===== src/rtl/core/seb_pkg.sv =====
// ----------------------------------------------------------------------------
// seb_pkg
// shared constants, types and helpers of the sobel edge blend block
// ----------------------------------------------------------------------------
package seb_pkg;

	localparam int MAX_WIDTH_DEF = 4096;
	localparam int QUEUE_DEPTH   = 4;

	localparam logic [1:0] REG_IMAGE_WIDTH  = 2'd0;
	localparam logic [1:0] REG_IMAGE_HEIGHT = 2'd1;
	localparam logic [1:0] REG_EDGE_WEIGHT  = 2'd2;
	localparam logic [1:0] REG_ORIG_WEIGHT  = 2'd3;

	localparam logic [12:0] IMAGE_WIDTH_RST  = 13'd640;
	localparam logic [15:0] IMAGE_HEIGHT_RST = 16'd480;
	localparam logic [7:0]  EDGE_WEIGHT_RST  = 8'd205;
	localparam logic [7:0]  ORIG_WEIGHT_RST  = 8'd179;

	localparam logic [9:0] GRAY_RECIP = 10'd683;

	typedef struct packed {
		logic emit;
		logic interior;
		logic frame_end;
	} seb_ctrl_t;

	localparam int CTRL_W = $bits(seb_ctrl_t);

	// floor(sum/3) for sums up to 765 via reciprocal 683/2048
	function automatic logic [7:0] gray_of(input logic [31:0] px);
		logic [9:0]  sum;
		logic [19:0] prod;
		begin
			sum  = 10'(px[7:0]) + 10'(px[15:8]) + 10'(px[23:16]);
			prod = 20'(sum) * 20'(GRAY_RECIP);
			gray_of = prod[18:11];
		end
	endfunction

endpackage


===== src/rtl/core/seb_front.sv =====
// ----------------------------------------------------------------------------
// seb_front
// accepts transactions, tracks the raster position and classifies each pixel
// ----------------------------------------------------------------------------
module seb_front import seb_pkg::*; #(
	parameter int MAX_WIDTH = MAX_WIDTH_DEF,
	localparam int CIW = $clog2(MAX_WIDTH)
) (
	input  logic            clk,
	input  logic            arst_n,
	input  logic            in_valid,
	output logic            in_stall,
	input  logic            opcode,
	input  logic [7:0]      red_in,
	input  logic [7:0]      green_in,
	input  logic [7:0]      blue_in,
	input  logic [7:0]      alpha_in,
	input  logic [12:0]     image_width,
	input  logic [15:0]     image_height,
	input  logic            q_full,
	output logic            push,
	output logic [31:0]     push_data,
	output logic [CIW-1:0]  push_idx,
	output seb_ctrl_t       push_ctrl
);

	localparam int CW = $clog2(MAX_WIDTH + 1);

	logic [CIW-1:0] col_q;
	logic [15:0]    row_q;
	logic [CW-1:0]  w_eff;
	logic [15:0]    h_eff;
	logic [CW-1:0]  c_ext;
	logic [CW:0]    qc;
	logic [17:0]    qr;
	logic           complete;
	logic           accept;
	logic           wrap;
	logic           emit;
	logic           interior;
	logic           fe;

	always_comb begin
		if (image_width < 13'd3) begin
			w_eff = CW'(3);
		end else if (int'(image_width) > MAX_WIDTH) begin
			w_eff = CW'(MAX_WIDTH);
		end else begin
			w_eff = CW'(image_width);
		end
		h_eff = (image_height < 16'd3) ? 16'd3 : image_height;
		c_ext = CW'(col_q);
		complete = (row_q >= h_eff);
		wrap = ((c_ext + CW'(1)) >= w_eff);
		emit = (row_q >= 16'd2) || (row_q == 16'd1 && col_q != '0);
		if (col_q != '0) begin
			qc = (CW+1)'(c_ext) - (CW+1)'(1);
			qr = 18'(row_q) - 18'd1;
		end else begin
			qc = (CW+1)'(w_eff) - (CW+1)'(1);
			qr = (row_q >= 16'd2) ? 18'(row_q) - 18'd2 : 18'd0;
		end
		interior = (qr >= 18'd1) && (qr + 18'd2 <= 18'(h_eff)) &&
			(qc >= (CW+1)'(1)) && (qc + (CW+1)'(2) <= (CW+1)'(w_eff));
		fe = (qr + 18'd1 >= 18'(h_eff)) && (qc + (CW+1)'(1) >= (CW+1)'(w_eff));
	end

	assign in_stall  = q_full;
	assign accept    = in_valid && !q_full;
	assign push      = accept && (complete || !opcode);
	assign push_data = complete ? 32'd0 : {alpha_in, blue_in, green_in, red_in};
	assign push_idx  = col_q;
	assign push_ctrl = '{emit: emit, interior: interior, frame_end: fe};

	always_ff @(posedge clk or negedge arst_n) begin
		if (!arst_n) begin
			col_q <= '0;
			row_q <= '0;
		end else if (push) begin
			if (emit && fe) begin
				col_q <= '0;
				row_q <= '0;
			end else if (wrap) begin
				col_q <= '0;
				row_q <= (row_q == 16'hFFFF) ? row_q : row_q + 16'd1;
			end else begin
				col_q <= col_q + CIW'(1);
			end
		end
	end

	a_col_in_range: assert property (@(posedge clk) disable iff (!arst_n)
		int'(col_q) < MAX_WIDTH) else $error("column beyond row store");
	a_frame_restart: assert property (@(posedge clk) disable iff (!arst_n)
		(push && emit && fe) |=> (col_q == '0 && row_q == '0))
		else $error("position not cleared after frame end");
	a_flush_held: assert property (@(posedge clk) disable iff (!arst_n)
		(accept && !complete && opcode) |-> !push) else $error("flush pushed in frame");

endmodule


===== config.mk =====
export PLATFORM = sky130hd
export DESIGN_NAME = seb_front
export DESIGN_NICKNAME = d
export VERILOG_FILES = /design/src/rtl/core/seb_pkg.sv /design/src/rtl/core/seb_front.sv
export SDC_FILE = /design/constraint.sdc
export NUM_CORES = 1
export LEC_CHECK = 0
export CAP_MARGIN = 5
export CORE_MARGIN = 4
export CORE_UTILIZATION = 55
export DETAILED_ROUTE_END_ITERATION = 6
export DONT_BUFFER_PORTS = 1
export PLACE_DENSITY = 0.79
export SLEW_MARGIN = 20
export SYNTH_ARGS = -nofsm -noshare
export SYNTH_HDL_FRONTEND = slang
export SYNTH_SLANG_ARGS = --single-unit

===== constraint.sdc =====
create_clock -name clk -period 5.5 [get_ports clk]
set_input_delay 0.825 -clock clk [delete_from_list [all_inputs] [get_ports clk]]
set_output_delay 0.825 -clock clk [all_outputs]
set_load 0.01 [all_outputs]

; After elaboration in Yosys (flattened, before gate mapping)
; Cells that the tools add are included.
; W data, S select, Z words.
[word_totals]
reg_bits = 28
output_inout_bits = 49
inputBits = 66
word_cells = 55
[op_classes]
eq_ne = 3
add_sub_neg = 11
n_lt_le_gt_ge = 12
n_reduce_logical = 15
n_mux = 12
[op_table]
columns = cell, count
row1 = $mux W16, 4
row2 = $mux W18, 2
row3 = $mux W32, 1
row4 = $mux W13, 2
row5 = $mux W12, 2
row6 = $add A18 B1 Y18 const B, 1
row7 = $add A18 B2 Y18 const B, 1
row8 = $ge A18 B1 Y1 const B, 1
row9 = $ge A18 B16 Y1, 1
row10 = $le A18 B16 Y1, 1
row11 = $sub A16 B1 Y17 const B, 1
row12 = $sub A16 B2 Y17 const B, 1
row13 = $add A16 B1 Y16 const B, 1
row14 = $eq A16 B1 Y1 const B, 1
row15 = $eq A16 B16 Y1 const B, 1
row16 = $ge A16 B16 Y1, 1
row17 = $ge A16 B2 Y1 const B, 1
row18 = $lt A16 B2 Y1 const B, 1
row19 = $add A14 B1 Y14 const B, 1
row20 = $add A14 B2 Y14 const B, 1
row21 = $ge A14 B1 Y1 const B, 1
row22 = $ge A14 B13 Y1, 1
row23 = $le A14 B13 Y1, 1
row24 = $mux W14, 1
row25 = 14 further kinds, 23

; Depth between registers and ports, before layout
[logic_depth]
depth_word = 11
depth_mapped = 26

; Least setup slack after synthesis
; No wires, ideal clock.
[synth_timing]
path_type = input to output
from = in image_width[7]
to = out push_ctrl[0] (netlist name)
path_slack_ps = -427
required_time_ps = 4675
path_buffers = 1
cell_stages = 22
arrival_time_ps = 5102
cell_sequence = nor3_1 > and3_1 > o21ai_0 > ha_1 > o21a_1 > nand3_1 > mux2i_1 > o31ai_1 > and3_1 > nand3_1 > nor2_1 > xor2_1 > ha_1 > and4_1 > a221oi_1 > a21oi_1 > a211oi_1 > nand3_1 > o21ai_0 > a41oi_1 > and2_1 > buf_4
[synth_between]
elab_chain_len = 8
[synth_rtl]
columns = item, line
row1 = from (decl), seb_front.sv:18  ; input logic [12:0] image_width,
row2 = $gt A13 B13 Y1, seb_front.sv:46  ; end else if (int'(image_width) > MAX_WIDTH) begin
row3 = $mux W13, seb_front.sv:46
row4 = $mux W13 *, seb_front.sv:44  ; if (image_width < 13'd3) begin
row5 = $sub A13 B1 Y14, seb_front.sv:60  ; qc = (CW+1)'(w_eff) - (CW+1)'(1);
row6 = $mux W14, seb_front.sv:56  ; if (col_q != '0) begin
row7 = $add A14 B1 Y14, seb_front.sv:65  ; fe = (qr + 18'd1 >= 18'(h_eff)) && (qc + (CW+1)'(1) >= (CW+1)'(w_eff));
row8 = $ge A14 B13 Y1 *, seb_front.sv:65
row9 = $logic_and A1 B1 Y1 *, seb_front.sv:65
row10 = to (decl), seb_front.sv:24  ; output seb_ctrl_t push_ctrl
; Mark *: on every way between the ends. The rest lies on a longest branch, timed or not.

==> results.py <==
metrics = {
    "critical_path": {
        "critical_path_class": "reg -> out",
        "crit_required_ns": 4.68,
        "critPathArrivalTime_ns": 4.85,
        "ff2ff_setup_slack_ns": 0.12,
        "cpMostUsedCell": "or4b_4",
        "slowest_stage": "or4b_4",
        "cpPeakStageDelay_ns": 0.54,
        "r2r_start": "push_idx[0]",
        "startpoint_type": "flip-flop",
        "rr_worst_depth": 24,
        "worstPathMaxFanout": 5,
        "worstSetupEndpointType": "output port",
        "rr_endpoint": "push_idx[5]",
        "crit_path_cell_trace": "inv_2, ha_4, or4b_4, buf_6, o41ai_4, o211ai_1, a22oi_1, or4b_4, nor2b_4, nand3_4, nor3_4, nand2_1, xor2_1, ha_1, o21a_1, nor2_4, a21oi_4, nor4_4, a41oi_2, and2_4",
    },
    "sta": {
        "fin_ws_ns": -0.179,
        "finalClockSkew_ns": 0.00491,
        "worst_pin_slew_ns": 0.723,
        "drv_slew": 0,
        "setup_violations": 2,
        "fin_crit_sh_pct": 103,
        "hold_viol": 0,
        "relSlewSlack_pct": 50.6,
        "fmax_mhz": 176,
        "rsz0062_at_grt": "true",
        "fin_crit_ns": 5.68,
        "fin_setup_tns_ns": -0.256,
    },
    "global_routing": {
        "grtUsageTotal_pct": 28.5,
        "grt_max_degree": 33,
        "grt_pass1_wl_um": 31700,
        "antenna_found_initial": 0,
        "first_global_vias": 6406,
        "grt_overflow_total": 0,
    },
    "floorplanning": {
        "io_pins": 115,
        "core_area_um2": 11500,
        "die_w_um": 116,
        "fp.dieH_um": 116,
        "rows": 39,
        "dieArea_um2": 13500,
        "initial_core_util_pct": 56.2,
    },
    "flow_run": {
        "maxCapViolCount": 0,
    },
    "layout": {
        "antennaDiodeCount": 0,
        "area_growth_pct": 18.5,
        "drive_above_1_share_pct": 19.1,
        "stdcell_count": 1073,
        "finalNetCount": 1103,
    },
    "pwr": {
        "p_seq_share_pct": 5.9,
        "power_density_nw_per_um2": 596,
        "p_int_mw": 2.19,
        "swShare_pct": 51.9,
        "power_mw": 4.55,
        "switchingPower_mw": 2.36,
        "p_clk_share_pct": 4.1,
        "vdd_drop_max_v": 0.000491,
        "p_comb_share_pct": 90.0,
        "p_leak_nw": 3.52,
    },
    "clocking": {
        "cts_buffers": 3,
        "cts_root_buf": "clkbuf_16",
        "path_clk_slew_ns": 0.07,
        "cts_sinks": 28,
        "cts-htree-levels": 1,
        "ctsLongestPathBuffers": 2,
        "clkLatencyLatePin_ns": 0.27,
        "cts_tree": "built",
    },
    "yosys": {
        "syn_nets": 1042,
        "synth_warnings": 0,
        "synth-edff-count": 0,
        "syn_area_um2": 6450,
        "synth_cell_types": 74,
        "yosysSeqAreaShare_pct": 10.9,
        "syn_avg_cell_area_um2": 7.41,
        "ys_ff_latch": 28,
        "synth_cells": 870,
        "synth-async-reset-ratio_pct": 100,
        "ys.flop_type": "dfrtp_1",
    },
    "routing": {
        "dr.pass1.iters": 6,
        "vias": 6942,
        "viasPerCell": 6.47,
        "wl_per_cell_um": 19.0,
        "postRouteWirelength_um": 20300,
        "drc": 0,
        "drt_iter0_drc": 635,
        "ant_nets": 0,
    },
    "placement": {
        "portBuffers": 0,
        "dp_hpwl_um": 16300,
        "routabilityCongestion": 1.01,
        "place_ws_ns": -0.0570,
        "placedCellCount": 1051,
    },
    "outcome": {
        "outcome": "complete, but fails checks",
        "failed_checks": "negative setup slack",
    },
    "worst_hold_path": {
        "worst_hold_path_type": "in -> async",
    },
}
-- routing by layer --
| metal | share of wire [%] | wire, µm | GRT usage (%) | up-vias |
|---|---|---|---|---|
| met2 | 48 | 9820 | 47.7 | 343 |
| met4 | 3.0 | 614 | 8.51 | 0 |
| met1 | 42 | 8510 | 38.5 | 3213 |
| met3 | 6.9 | 1410 | 3.37 | 65 |
| li1 | - | - | - | 3321 |
| met5 | 0 | 0 | 0 | - |
-- critical path, delay by kind of cell (launching register included) --
| family | cells | cell delay, ns |
|---|---|---|
| flip-flops | 1 | 0.41 |
| XOR/XNOR | 1 | 0.16 |
| adder cells (fa/ha/maj) | 2 | 0.45 |
| AND/OR/NAND/NOR | 9 | 2.15 |
| AO/OA/AOI/OAI | 6 | 1.17 |
| buffers and inverters | 2 | 0.24 |
-- synthesized netlist by cell type, types with 4 or more instances --
library cell  number  area share [%]
dfrtp_1           28              11
o21ai_0           31             2.4
a211oi_1           8            0.93
xnor2_1           30             4.1
inv_1             40             2.3
o211ai_1           6            0.70
nand3_1           43             3.3
or3_1              6            0.58
a22o_1             4            0.54
a32o_1             8             1.2
a41oi_1            4            0.54
xor2_1            41             5.6
o31ai_1           16             1.9
clkbuf_1          31             1.8
a22oi_1            4            0.47
nor2b_1            7            0.68
and4_1             4            0.54
o2bb2ai_1          5            0.68
a31oi_1            7            0.68
nand2_1           68             4.0
o21a_1             4            0.47
nor4b_1            4            0.54
buf_2              7            0.54
and2_1            39             3.8
o21ai_1            7            0.54
and3_1            17             1.6
mux2i_1            8             1.2
nand4_1           24             2.3
nor3_1            27             2.1
nand2b_1          11             1.1
o22ai_1            8            0.78
buf_4              4            0.47
nor2_1            69             4.0
ha_1             106              21
a21o_1            24             2.8
a21oi_1           48             3.7
nor4_1            13             1.3
or4_1              8            0.93
-- through the flow --
stage | utilization (%) | cell area, µm² | hold slack [ns]
finish | 66.6 | 7640 | 0.246
global route | 66.6 | 7640 | 0.238
CTS | 63.9 | 7330 | 0.247
detailed placement | 62.5 | 7160 | 0.530
global placement | 62.5 | 7160 | 0.530
floorplan | - | 6540 | 0.529
-- cell families (layout without fill, tap and decap cells) --
family	after synthesis	in the layout	synth area share, %
XOR/XNOR	71	71	9.64
flip-flops	28	28	10.9
buffers and inverters	88	148	5.84
AND/OR/NAND/NOR	359	359	29.7
AO/OA/AOI/OAI	209	209	22.0
adder cells (fa/ha/maj)	106	106	20.6
multiplexers	9	9	1.42
-- timing repair --
action                     in CTS  in global routing
pin swaps                       6                 14
hold buffers                    0                  0
setup endpoints to repair      10                 29
buffers inserted                3                 14
gates cloned                    0                  1
gates resized for setup        12                 36
-- registers in the layout, summed over array words and instances (netlist names) --
name and flops:
push_idx 12, row_q 16
-- worst max-delay path by stage --
stage / slack, ns / end / start / cells past startpoint
after floorplan: 0.001 / push_ctrl[0] / push_idx[0] / 21
after global placement: 0.02 / push_ctrl[0] / image_width[10] / 22
after detailed placement: -0.06 / push_ctrl[0] / image_width[10] / 22
after CTS: -0.04 / push_ctrl[0] / push_idx[1] / 20
after global routing: -0.41 / push_ctrl[0] / push_idx[0] / 20
final: -0.18 / push_ctrl[0] / push_idx[0] / 20
-- area by class of cell --
cell class                 instances  area [µm²]
sequential                        28         703
clock buffer                       4        88.8
tap                              143         179
fill                             954        3830
timing repair buffer             102         816
multi-input combinational        754        5700
inverter                          42         158
-- layout by cell type (no fill, tap or decap), types with 5 or more instances in the layout --
master | synthesis | routed
nand3_1 | 43 | 40
mux2i_1 | 8 | 8
and3_1 | 17 | 17
o21ai_1 | 7 | 11
nand2b_1 | 11 | 11
nor4_1 | 13 | 9
xnor2_1 | 30 | 30
nor3_2 | 0 | 6
or4_1 | 8 | 7
nand4_1 | 24 | 24
dfrtp_1 | 28 | 26
a21oi_1 | 48 | 42
inv_1 | 40 | 38
o22ai_1 | 8 | 8
a21oi_2 | 0 | 5
o21ai_0 | 31 | 24
o211ai_1 | 6 | 6
o31ai_1 | 16 | 14
a31oi_1 | 7 | 7
nor2b_1 | 7 | 7
buf_4 | 4 | 97
nand2_1 | 68 | 68
nor2_1 | 69 | 65
or3_1 | 6 | 5
a211oi_1 | 8 | 5
a21o_1 | 24 | 24
ha_1 | 106 | 102
a32o_1 | 8 | 8
xor2_1 | 41 | 41
and2_1 | 39 | 38
nor3_1 | 27 | 19
-- power groups by stage --
stage	registers (mW)	logic, mW	clock network, mW
final	0.269	4.10	0.185
after global routing	0.272	4.50	0.194
after CTS	0.264	3.79	0.185
after detailed placement	0.267	3.70	0
after global placement	0.266	3.62	0
after floorplan	0.281	2.60	0
No activity file was read; power rests on OpenSTA's default activity.
