[src/rtl/core/seb_pkg.sv]
// ----------------------------------------------------------------------------
// seb_pkg
// shared constants, types and helpers of the sobel edge blend block
// ----------------------------------------------------------------------------
package seb_pkg;

	localparam int MAX_WIDTH_DEF = 4096;
	localparam int QUEUE_DEPTH   = 4;

	localparam logic [1:0] REG_IMAGE_WIDTH  = 2'd0;
	localparam logic [1:0] REG_IMAGE_HEIGHT = 2'd1;
	localparam logic [1:0] REG_EDGE_WEIGHT  = 2'd2;
	localparam logic [1:0] REG_ORIG_WEIGHT  = 2'd3;

	localparam logic [12:0] IMAGE_WIDTH_RST  = 13'd640;
	localparam logic [15:0] IMAGE_HEIGHT_RST = 16'd480;
	localparam logic [7:0]  EDGE_WEIGHT_RST  = 8'd205;
	localparam logic [7:0]  ORIG_WEIGHT_RST  = 8'd179;

	localparam logic [9:0] GRAY_RECIP = 10'd683;

	typedef struct packed {
		logic emit;
		logic interior;
		logic frame_end;
	} seb_ctrl_t;

	localparam int CTRL_W = $bits(seb_ctrl_t);

	// floor(sum/3) for sums up to 765 via reciprocal 683/2048
	function automatic logic [7:0] gray_of(input logic [31:0] px);
		logic [9:0]  sum;
		logic [19:0] prod;
		begin
			sum  = 10'(px[7:0]) + 10'(px[15:8]) + 10'(px[23:16]);
			prod = 20'(sum) * 20'(GRAY_RECIP);
			gray_of = prod[18:11];
		end
	endfunction

endpackage

[src/rtl/core/seb_fifo.sv]
// ----------------------------------------------------------------------------
// seb_fifo
// short register queue between the front and back parts
// ----------------------------------------------------------------------------
module seb_fifo import seb_pkg::*; #(
	parameter int WIDTH = 32
) (
	input  logic             clk,
	input  logic             arst_n,
	input  logic             push,
	input  logic [WIDTH-1:0] wdata,
	output logic             full,
	input  logic             pop,
	output logic [WIDTH-1:0] rdata,
	output logic             empty
);

	localparam int PW = $clog2(QUEUE_DEPTH);
	localparam int CNW = $clog2(QUEUE_DEPTH + 1);

	logic [WIDTH-1:0] mem_q [QUEUE_DEPTH];
	logic [PW-1:0]    wr_ptr_q;
	logic [PW-1:0]    rd_ptr_q;
	logic [CNW-1:0]   count_q;
	logic             do_push;
	logic             do_pop;

	assign full    = (count_q == CNW'(QUEUE_DEPTH));
	assign empty   = (count_q == '0);
	assign do_push = push && !full;
	assign do_pop  = pop && !empty;
	assign rdata   = mem_q[rd_ptr_q];

	always_ff @(posedge clk) begin
		if (do_push) begin
			mem_q[wr_ptr_q] <= wdata;
		end
	end

	always_ff @(posedge clk or negedge arst_n) begin
		if (!arst_n) begin
			wr_ptr_q <= '0;
			rd_ptr_q <= '0;
			count_q  <= '0;
		end else begin
			if (do_push) begin
				wr_ptr_q <= (wr_ptr_q == PW'(QUEUE_DEPTH - 1)) ? '0 : wr_ptr_q + PW'(1);
			end
			if (do_pop) begin
				rd_ptr_q <= (rd_ptr_q == PW'(QUEUE_DEPTH - 1)) ? '0 : rd_ptr_q + PW'(1);
			end
			if (do_push && !do_pop) begin
				count_q <= count_q + CNW'(1);
			end else if (do_pop && !do_push) begin
				count_q <= count_q - CNW'(1);
			end
		end
	end

	a_no_overflow: assert property (@(posedge clk) disable iff (!arst_n)
		push |-> !full) else $error("queue push while full");
	a_no_underflow: assert property (@(posedge clk) disable iff (!arst_n)
		pop |-> !empty) else $error("queue pop while empty");
	a_count_range: assert property (@(posedge clk) disable iff (!arst_n)
		count_q <= CNW'(QUEUE_DEPTH)) else $error("queue count out of range");

endmodule

[config.mk]
export PLATFORM = sky130hd
export DESIGN_NAME = seb_fifo
export DESIGN_NICKNAME = d
export VERILOG_FILES = /design/src/rtl/core/seb_pkg.sv /design/src/rtl/core/seb_fifo.sv
export SDC_FILE = /design/constraint.sdc
export NUM_CORES = 1
export LEC_CHECK = 0
export BUFFER_PORTS_ARGS = -buffer_cell sky130_fd_sc_hd__buf_2
export CAP_MARGIN = 5
export CORE_MARGIN = 2
export CORE_UTILIZATION = 25
export CTS_CLUSTER_DIAMETER = 100
export DETAILED_ROUTE_END_ITERATION = 12
export PLACE_DENSITY = 0.49
export SKIP_LAST_GASP = 1
export SYNTH_ARGS = -nofsm -noshare
export SYNTH_HDL_FRONTEND = slang
export SYNTH_SLANG_ARGS = --single-unit
[constraint.sdc]
create_clock -name clk -period 5.8 [get_ports clk]
set_input_delay 0.87 -clock clk [delete_from_list [all_inputs] [get_ports clk]]
set_output_delay 0.87 -clock clk [all_outputs]
set_load 0.1 [all_outputs]
* Yosys cells after proc, flatten, opt, wreduce, memory -nomap -nowiden *
Memory sizes are Yosys's and may differ from the RTL's.
Cells that the tools add are included.

word-level totals
  memories kept = 1
  word-level logic and storage cells = 27
  memory bits (writable) = 128
  bits in registers = 7
  input port bits = 36
  output and inout bits = 34

cells by class
  reductions and logical operators = 10
  multiplexer cells = 6
  add/subtract/negate cells = 4
  equality and inequality tests = 3

memory list
  memory  depth  width  rd ports  clocked after Yosys merged registers in  write ports  RTL line        text
  mem_q   4      32     1         0                                        1            seb_fifo.sv:21  logic [WIDTH-1:0] mem_q [QUEUE_DEPTH];

operators with widths
  kind                   count
  $mux W3                2
  $add A2 B1 Y2 const B  2
  $eq A2 B2 Y1 const B   2
  $logic_and A1 B1 Y1    4
  $logic_not A1 Y1       4
  $mux W2                2
  $add A3 B1 Y3 const B  1
  $eq A3 B3 Y1 const B   1
  $logic_not A3 Y1       1
  $sub A3 B1 Y3 const B  1
  $mux W1                2
  $reduce_bool A2 Y1     1

* Depth between registers and ports, before layout *
Gate-level depths: netlist of run 1.

  depth after elaboration = 7
  depth in mapped cells = 9
  mapped depth without buffers = 8

* Least setup slack after synthesis of run 1 *
Ideal clock, no wire load.

  kind = register to output
  from = register count_q[0]
  to = output port empty
  required time = 4.930 ns
  cell stages (with the launch flop) = 2
  slack = 2.391 ns
  data arrival time = 2.539 ns
  path through = dfrtp_1 nor3_1

on the way
  cells in the longest elaborated chain, start to end = 1

ends and longest elaborated chain
  item                    RTL line        text
  from (decl)             seb_fifo.sv:24  logic [CNW-1:0] count_q;
  from (signal assigned)  seb_fifo.sv:53  count_q <= count_q + CNW'(1);
  from (signal assigned)  seb_fifo.sv:55  count_q <= count_q - CNW'(1);
  $logic_not A3 Y1        seb_fifo.sv:29  assign empty = (count_q == '0);
  to (decl)               seb_fifo.sv:15  output logic empty

Every way passes these cells.

* Worst setup path in the final report of run 1 *
  from = register rd_ptr_q[0]
  to = output port rdata[18]

on the way
  cells in the longest elaborated chain, start to end = 1

ends and longest elaborated chain
  item                    RTL line        text
  from (decl)             seb_fifo.sv:23  logic [PW-1:0] rd_ptr_q;
  from (signal assigned)  seb_fifo.sv:50  rd_ptr_q <= (rd_ptr_q == PW'(QUEUE_DEPTH - 1)) ? '0 : rd_ptr_q + PW'(1);
  $mem_v2 Z4 W32          n/a
  to (decl)               seb_fifo.sv:14  output logic [WIDTH-1:0] rdata,

Every way passes these cells.

==> summary.md, run 1 <==
| Metric | Value |
|---|---|
| Routed WL | 9430 um |
| Synth area leaders | edfxtp_1, mux4_2, dfrtp_1, ha_1, mux2_4 |
| Share of layout cells above drive strength 1 | 47.1% |
| Total grt overflow | 0 |
| Final Cycle Share | 56.4% |
| Worst R2R Start | count_q[2] |
| PnR worst setup slack | 2.53 ns |
| Initial antenna violation count | 2 |
| Avg Cell Area, Syn | 24.7 sq um |
| Tmin final | 3.27 ns |
| Ant diodes | 0 |
| Largest net degree at the start of global routing | 35 |
| Die X-Extent | 146 um |
| Pre-CTS WS | 2.86 ns |
| Cell Rows | 52 |
| Slowest cell on the critical path | mux4_2 |
| Final Hold Vio Count | 0 |
| Core Region | 20,000 sq um |
| FF-to-FF End | mem_q[3][12] |
| Vias in the first global route | 2,591 |
| Max-cap violations | 0 |
| H-tree levels | 4 |
| First-pass GRT wire length | 14,800 um |
| CTS clk-pin slew, worst paths | 0.06 ns |
| CP max FO | 26 |
| Yosys synthesis warning count | 0 |
| Fillers | 2,001 |
| Crit end category | primary output |
| Avg WL per Cell | 16.6 um |
| I/O pin count | 70 |
| Startpoint Class | flop |
| Sequential fraction of the synthesis area | 79.5% |
| Synthesized area | 5060 sq um |
| Clock skew | 0.00660 ns |
| DR DRC count | 0 |
| Fin nets | 328 |
| CP arrival | 2.40 ns |
| R2R Setup Slk | 3.48 ns |
| Setup Total Neg Slack | 0 ns |
| RSZ-0062 raised after global routing | false |
| Worst-Skew Late Latency | 0.41 ns |
| Post-CTS Hold Buffers | 0 |
| CTS resizes | 0 |
| Routed vias/inst | 4.02 |
| Critical path type | reg2out |
| Setup bufs post-CTS | 0 |
| DR pass1 iterations | 4 |
| Syn_nets | 248 |
| Status | completed |
| Relative slew margins | 36.6% |
| Die ar. | 21,400 sq um |
| Gpl congestion | 0.637 |
| DP Wirelength | 5420 um |
| GRT Resource Usage Total | 9.44% |
| Port Buf Inserts | 69 |
| Die Height | 146 um |
| CTS max path bufs | 2 |
| Largest stage delay, worst path | 0.59 ns |
| #FFs+latches synth | 135 |
| CP required | 4.93 ns |
| Final setup fails | 0 |
| Final hold slack | 0.288 ns |
| CP endpoint | rdata[18] |
| Class of the worst hold path | in2async |
| Slew @ Worst Pin | 0.952 ns |
| CP startpoint | rd_ptr_q[0] |
| Area growth syn-to-layout | 23.6% |
| Cts bufs inserted | 17 |
| Initial Util | 25.2% |
| Worst R2R Path Depth | 3 |
| Clock net sink count | 135 |
| Yosys cell types | 20 |
| Detail Route Antenna Nets | 0 |
| CTS root buf | clkbuf_16 |
| Yosys top cell by area | edfxtp_1 |
| Cell count after synthesis | 205 |
| 1st-iter DRT viols | 81 |
| Highest clock rate | 306 MHz |
| Via Count | 2,280 |
| TritonCTS clock tree | yes |
| Crit-path cells | buf_4 > mux4_2 > buf_2 |
| Synth top area share | 76.0% |
| Final slew viol count | 0 |
layer usage:
| metal | wire [um] | share of wire (%) | GRT usage, % |
|---|---|---|---|
| met5 | 13 | 0.14 | 0 |
| met4 | 168 | 1.8 | 4.37 |
| met3 | 451 | 4.8 | 3.53 |
| met2 | 4700 | 50 | 15.3 |
| met1 | 4100 | 43 | 11.2 |
how the worst min path moves through the flow:
stage                     from          to
floorplan           count_q[2]  count_q[2]
global route            arst_n  count_q[1]
CTS                     arst_n  count_q[1]
finish                  arst_n  count_q[1]
detailed placement  count_q[2]  count_q[2]
global placement    count_q[2]  count_q[2]
sequential cells by signal, summed over array words and instances (netlist names):
signal / count
mem_q: 128
wr_ptr_q: 2
count_q: 3
rd_ptr_q: 2
placed cells by master, fill, tap and decap left out:
cell type / n
o31ai_2: 1
clkinvlp_4: 1
buf_4: 1
xnor2_1: 1
mux4_2: 32
a21o_1: 1
inv_1: 3
bufinv_16: 2
clkinv_4: 1
ha_1: 6
nor2_1: 2
clkinv_1: 2
dfrtp_2: 2
nor3b_2: 1
clkbuf_1: 3
nor2b_1: 1
edfxtp_1: 128
fa_1: 1
clkinv_2: 5
dfrtp_1: 5
mux2_2: 2
and2_2: 4
nor3_1: 2
buf_2: 69
xor2_1: 2
clkbuf_16: 17
mux2_4: 2
cell families (layout without fill, tap and decap cells):
group           count (synthesis)  in the layout  share of synthesized area (%)
xor+xnor                        3              3                          0.520
flops                         135            135                           79.5
mux                            36             36                           15.3
buf+inv                        12            104                           1.21
simple gates                   10             10                           1.21
fa+ha+maj                       7              7                           1.88
compound gates                  2              2                          0.396
stage by stage:
| step | area, sq um | cells | utilization [%] |
|---|---|---|---|
| floorplan | 5060 | 205 | - |
| global placement | 5700 | 536 | 28.5 |
| detailed placement | 5700 | 536 | 28.5 |
| CTS | 6250 | 567 | 31.2 |
| global route | 6250 | 567 | 31.2 |
| finish | 6250 | 567 | 31.2 |
worst max-delay path: cells and delay by family, from the launching register on:
kind     cells  cell delay, ns
flops        1            0.53
mux          1            0.59
buf+inv      2            0.85
cells in the mapped netlist:
cell type  number
edfxtp_1      128
mux4_2         32
dfrtp_1         7
ha_1            6
and2_1          4
buf_2           4
buf_4           3
inv_1           3
clkbuf_1        2
mux2_2          2
mux2_4          2
nor2_1          2
nor3_1          2
xor2_1          2
a21o_1          1
fa_1            1
nor2b_1         1
nor3b_2         1
o31ai_2         1
xnor2_1         1
final cells by class:
type	count	area, sq um	share of cell area (%)
sequential	135	4020	64.3
inverter	3	11.3	0.180
clock inverter	11	109	1.74
tap	270	338	5.41
multi-input combinational	58	981	15.7
timing repair buffer	70	353	5.65
clock buffer	20	437	6.99
Power of run 1 is not shown: default switching activity piles up to over one toggle a cycle in this logic, so the estimate is an artifact.
==> inputs of run 2 (changes only) <==
- PLACE_DENSITY: 0.49 -> 0.51
- clock period: 5.8 -> 2.66 ns (I/O delays scaled with it)
==> run 2 against run 1 <==
Critical path depth unchanged. Core utilization increased by 0.77 points. Final area increased by 2.5%. Routed wire length increased by 0.74%. Clock skew about the same. Register-to-register slack got worse by 2.9 ns. Hold slack got worse by 0.088 ns. Worst setup slack got worse by 2.3 ns.
==> summary.md, run 2 (same netlist as run 1, synthesis figures left out) <==
| Metric | Value |
|---|---|
| Detail Route Antenna Nets | 0 |
| Slowest cell on the critical path | mux4_2 |
| DP Wirelength | 5940 um |
| Crit-path cells | buf_4 > mux4_2 > buf_2 |
| Relative slew margins | 65.6% |
| Share of layout cells above drive strength 1 | 49.5% |
| Highest clock rate | 405 MHz |
| Area growth syn-to-layout | 26.7% |
| Critical path type | reg2out |
| DR pass1 iterations | 4 |
| Initial antenna violation count | 1 |
| CP required | 2.26 ns |
| Gpl congestion | 0.690 |
| Cell Rows | 52 |
| Final slew viol count | 0 |
| Routed vias/inst | 4.07 |
| CTS max path bufs | 2 |
| Final Hold Vio Count | 0 |
| Final setup fails | 0 |
| CTS resizes | 0 |
| Clock net sink count | 135 |
| Setup Total Neg Slack | 0 ns |
| DR DRC count | 0 |
| Largest net degree at the start of global routing | 26 |
| Top delay family on crit path | buffers and inverters |
| Most common cell after layout, fill and taps aside | edfxtp_1 |
| Tmin final | 2.47 ns |
| Final Cycle Share | 92.9% |
| GRT Resource Usage Total | 9.66% |
| Final hold slack | 0.200 ns |
| Biggest register | mem_q |
| CP max FO | 20 |
| Die X-Extent | 146 um |
| Post-CTS Hold Buffers | 1 |
| Port Buf Inserts | 69 |
| Status | completed |
| Clock skew | 0.00683 ns |
| Max-cap violations | 0 |
| Setup bufs post-CTS | 0 |
| RSZ-0062 raised after global routing | false |
| TritonCTS clock tree | yes |
| Fin nets | 336 |
| CTS root buf | clkbuf_16 |
| Die ar. | 21,400 sq um |
| Vias in the first global route | 2,557 |
| Worst-Skew Late Latency | 0.41 ns |
| Startpoint Class | flop |
| Placed cell count | 543 |
| Largest regs | mem_q: 128 flops, count_q: 3 flops |
| Initial Util | 25.2% |
| H-tree levels | 4 |
| Avg WL per Cell | 16.5 um |
| CP arrival | 2.07 ns |
| Via Count | 2,346 |
| Slew @ Worst Pin | 0.520 ns |
| Cts bufs inserted | 17 |
| Class of the worst hold path | in2reg |
| WP buf/inv | 2 |
| Max reg flops | 128 |
| Largest stage delay, worst path | 0.59 ns |
| First-pass GRT wire length | 14,900 um |
| CTS clk-pin slew, worst paths | 0.06 ns |
| Finished Layout Cells | 576 |
| Total grt overflow | 0 |
| Crit end category | primary output |
| 1st-iter DRT viols | 97 |
| I/O pin count | 70 |
| Die Height | 146 um |
| Routed WL | 9500 um |
| Most frequent cells in the layout | edfxtp_1, buf_2, mux4_2 |
| Core Region | 20,000 sq um |
-- run 2: cell types whose count changed in the layout (fill, tap and decap cells not counted), sizes merged --
cell         previous run  this run
clkbuf                 20        18
diode                   0         1
clkinvlp                1         4
clkinv                  8         5
buf                    70        77
inv                     3         5
dlygate4sd3             0         1
-- run 2: final timing paths --
kind | startpoint | endpoint | slack [ns] | depth (start not counted)
worst max-delay path | rd_ptr_q[0] | rdata[24] | 0.19 | 3
worst max register to register | count_q[0] | count_q[2] | 0.55 | 7
min in group asynchronous | arst_n | count_q[1] | 0.35 | 2
worst min register to register | count_q[2] | count_q[2] | 0.58 | 1
max in group asynchronous | arst_n | rd_ptr_q[1] | 2.12 | 2
worst min-delay path | wdata[12] | mem_q[1][12] | 0.20 | 1
-- run 2: per-layer routing --
| metal | up-vias | global-route usage, % | share of wire, % |
|---|---|---|---|
| met1 | 1233 | 11.2 | 43 |
| li1 | 1043 | - | - |
| met3 | 15 | 3.97 | 5.5 |
| met2 | 55 | 15.8 | 50 |
| met5 | - | 0 | 0 |
| met4 | 0 | 4.22 | 1.7 |
-- run 2: cell type report --
class	instances	area [sq um]
Clock inverter	13	131
Clock buffer	18	429
Sequential cell	135	4020
Tap cell	270	338
Fill cell	1963	13600
Inverter	3	11.3
Timing Repair Buffer	78	478
Antenna cell	1	2.50
Multi-Input combinational cell	58	992
-- run 2: stage by stage --
step	utilization [%]	area, sq um	worst slack [ns]
after global placement	29.1	5830	0.595
after CTS	31.9	6400	0.115
after global routing	31.9	6400	0.0559
after detailed placement	29.1	5830	0.558
after floorplan	-	5070	-0.0181
final	32.0	6400	0.190
Power of run 2 is left out for the same reason.
==> inputs of run 3 (changes only) <==
- ABC_AREA: default -> 1
- HOLD_SLACK_MARGIN: default -> 0.08
- PLACE_DENSITY: 0.51 -> 0.5
==> run 3 against run 2 <==
Clock skew rose by 0.0014 ns. First-iteration DRC count rose by 110%. Die area rose by 8.4%. Fmax rose by 5.3%. Register-to-register slack got worse by 0.03 ns. Worst setup slack improved by 0.12 ns. Cell count rose by 40%. Largest cell class unchanged. Highest routed layer is now met5.
==> summary.md, run 3 <==
| Metric | Value |
|---|---|
| Status | completed |
| Largest family of logic cells by synthesized area | compound AO/OA/AOI/OAI gates |
| Largest net degree at the start of global routing | 64 |
| Die Height | 152 um |
| Clock skew | 0.00820 ns |
| Final slew viol count | 0 |
| #FFs+latches synth | 135 |
| Core Region | 21,700 sq um |
| Worst-Skew Late Latency | 0.41 ns |
| Gpl congestion | 0.685 |
| Yosys top cell by area | edfxtp_1 |
| Max reg flops | 128 |
| Worst hold stages | 1 |
| Via Count | 3,403 |
| Die X-Extent | 152 um |
| Worst R2R Path Depth | 9 |
| Fillers | 2,097 |
| Area growth syn-to-layout | 33.8% |
| Detail Route Antenna Nets | 0 |
| Tmin final | 2.35 ns |
| Avg Cell Area, Syn | 12.7 sq um |
| Synth top area share | 70.0% |
| Post-synth top cells | edfxtp_1, nand2_1, inv_1 |
| FF-to-FF End | count_q[1] |
| Biggest register | mem_q |
| Most common cell in the synthesized netlist | edfxtp_1 |
| Initial Util | 25.3% |
| Syn_nets | 477 |
| Total grt overflow | 0 |
| Most frequent cells in the layout | edfxtp_1, nand2_1, inv_1 |
| RSZ-0062 raised after global routing | false |
| TritonCTS clock tree | yes |
| Hold EP | mem_q[3][31] |
| DP Wirelength | 7320 um |
| DR DRC count | 0 |
| Compound-Gate Fraction of Synth Area | 8.84% |
| Cell Rows | 54 |
| CP required | 2.26 ns |
| Min-delay src | wdata[31] |
| Port Buf Inserts | 69 |
| Highest clock rate | 426 MHz |
| DR pass1 iterations | 5 |
| Relative slew margins | 49.8% |
| Sequential fraction of the synthesis area | 73.1% |
| Final setup fails | 0 |
| CP max FO | 32 |
| Async set or reset register ratio after synthesis | 5.19% |
| Post-Synth Adder-Cell Area | 1.73% |
| Max-cap violations | 0 |
| Setup Total Neg Slack | 0 ns |
| Top FF cell, synth | edfxtp_1 |
| Post-synthesis mux area share | 0% |
| GRT Resource Usage Total | 10.3% |
| Multi-input logic area | 1100 sq um |
| Startpoint Class | flop |
| Share of layout cells above drive strength 1 | 22.4% |
| CTS max path bufs | 2 |
| Yosys cell types | 16 |
| Most common cell after layout, fill and taps aside | edfxtp_1 |
| R2R Setup Slk | 0.52 ns |
| 1st-iter DRT viols | 206 |
| Final Cycle Share | 88.2% |
| CP arrival | 1.95 ns |
| CTS root buf | clkbuf_16 |
| Routed WL | 11,800 um |
| Fin nets | 557 |
| Crit end category | primary output |
| Placed cell count | 773 |
| Slew @ Worst Pin | 0.751 ns |
| Synth area leaders | edfxtp_1, o211ai_1, nand2_1, inv_1, dfrtp_1 |
| Synth Area in XOR/XNOR | 0.159% |
| Critical path type | reg2out |
| Class of the worst hold path | in2reg |
| Cell count after synthesis | 434 |
| Yosys synthesis warning count | 0 |
| I/O pin count | 70 |
| Clock net sink count | 135 |
| Worst R2R Start | count_q[0] |
| First-pass GRT wire length | 18,100 um |
| Final Hold Vio Count | 0 |
| FF+latch area | 4020 sq um |
| Cts bufs inserted | 17 |
| Initial antenna violation count | 2 |
| H-tree levels | 4 |
| Vias in the first global route | 3,434 |
| Finished Layout Cells | 807 |
| Synthesized area | 5490 sq um |
| Post-synth EDFFs | 128 |
| CTS clk-pin slew, worst paths | 0.06 ns |
| Avg WL per Cell | 14.7 um |
| Routed vias/inst | 4.22 |
| Simple-gate area share of the yosys netlist | 8.75% |
| Largest regs | mem_q: 128 flops, count_q: 3 flops |
| Die ar. | 23,200 sq um |
| Post-layout util | 33.9% |
[run 3: worst max path at each step]
stage / startpoint / to / slack [ns] / cells past startpoint
6_report: rd_ptr_q[1] / rdata[10] / 0.31 / 4
4_1_cts: rd_ptr_q[0] / rdata[11] / 0.13 / 5
3_5_place_dp: count_q[1] / count_q[1] / 0.52 / 9
2_1_floorplan: count_q[0] / mem_q[0][0] / 0.16 / 4
3_3_place_gp: count_q[1] / count_q[1] / 0.62 / 9
5_1_grt: rd_ptr_q[1] / rdata[8] / 0.16 / 4
[run 3: per-stage QoR]
stage	cell area [sq um]	setup WS (ns)	hold WS (ns)
after floorplan	5490	0.158	0.103
after global placement	6730	0.616	0.243
after detailed placement	6730	0.521	0.248
after CTS	7330	0.130	0.178
final	7350	0.314	0.199
after global routing	7350	0.156	0.178
[run 3: kinds of logic (layout without fill, tap and decap cells)]
logic type                 after synthesis  in the layout
xor gates and xnor gates                 1              1
DFF                                    135            135
AOI/OAI and AO/OA                       65             65
other                                    0              1
buffers and inverters                  101            193
adders and majority gates                7              7
and+or+nand+nor                        125            125
[run 3: cell type report]
class | count | area share, %
inverter | 80 | 4.08
sequential | 135 | 54.7
clock buffer | 18 | 5.84
timing repair buffer | 82 | 13.4
clock inverter | 13 | 2.14
antenna | 1 | 0.0340
tap | 280 | 4.77
multi-input combinational | 198 | 15.0
[run 3: repair_timing]
| action | CTS | global route |
|---|---|---|
| hold endpoints to repair | 7 | 0 |
| setup buffers | 0 | 1 |
| resized for setup | 0 | 0 |
| endpoints found under the setup margin | 0 | 1 |
| hold buffers | 1 | 0 |
[run 3: per-layer routing]
metal / GRT usage, % / routed length [um]
met5: 0 / 13
met4: 3.34 / 125
met3: 3.64 / 541
met2: 18.1 / 6080
met1: 11.8 / 5090
[run 3: critical path, stage by stage, from the launching register on]
cell and delay, ns:
dfrtp_2 0.40, inv_2 0.55, o211ai_1 0.22, nand2_1 0.18
buf_12 0.19
Power of run 3 is left out for the same reason.
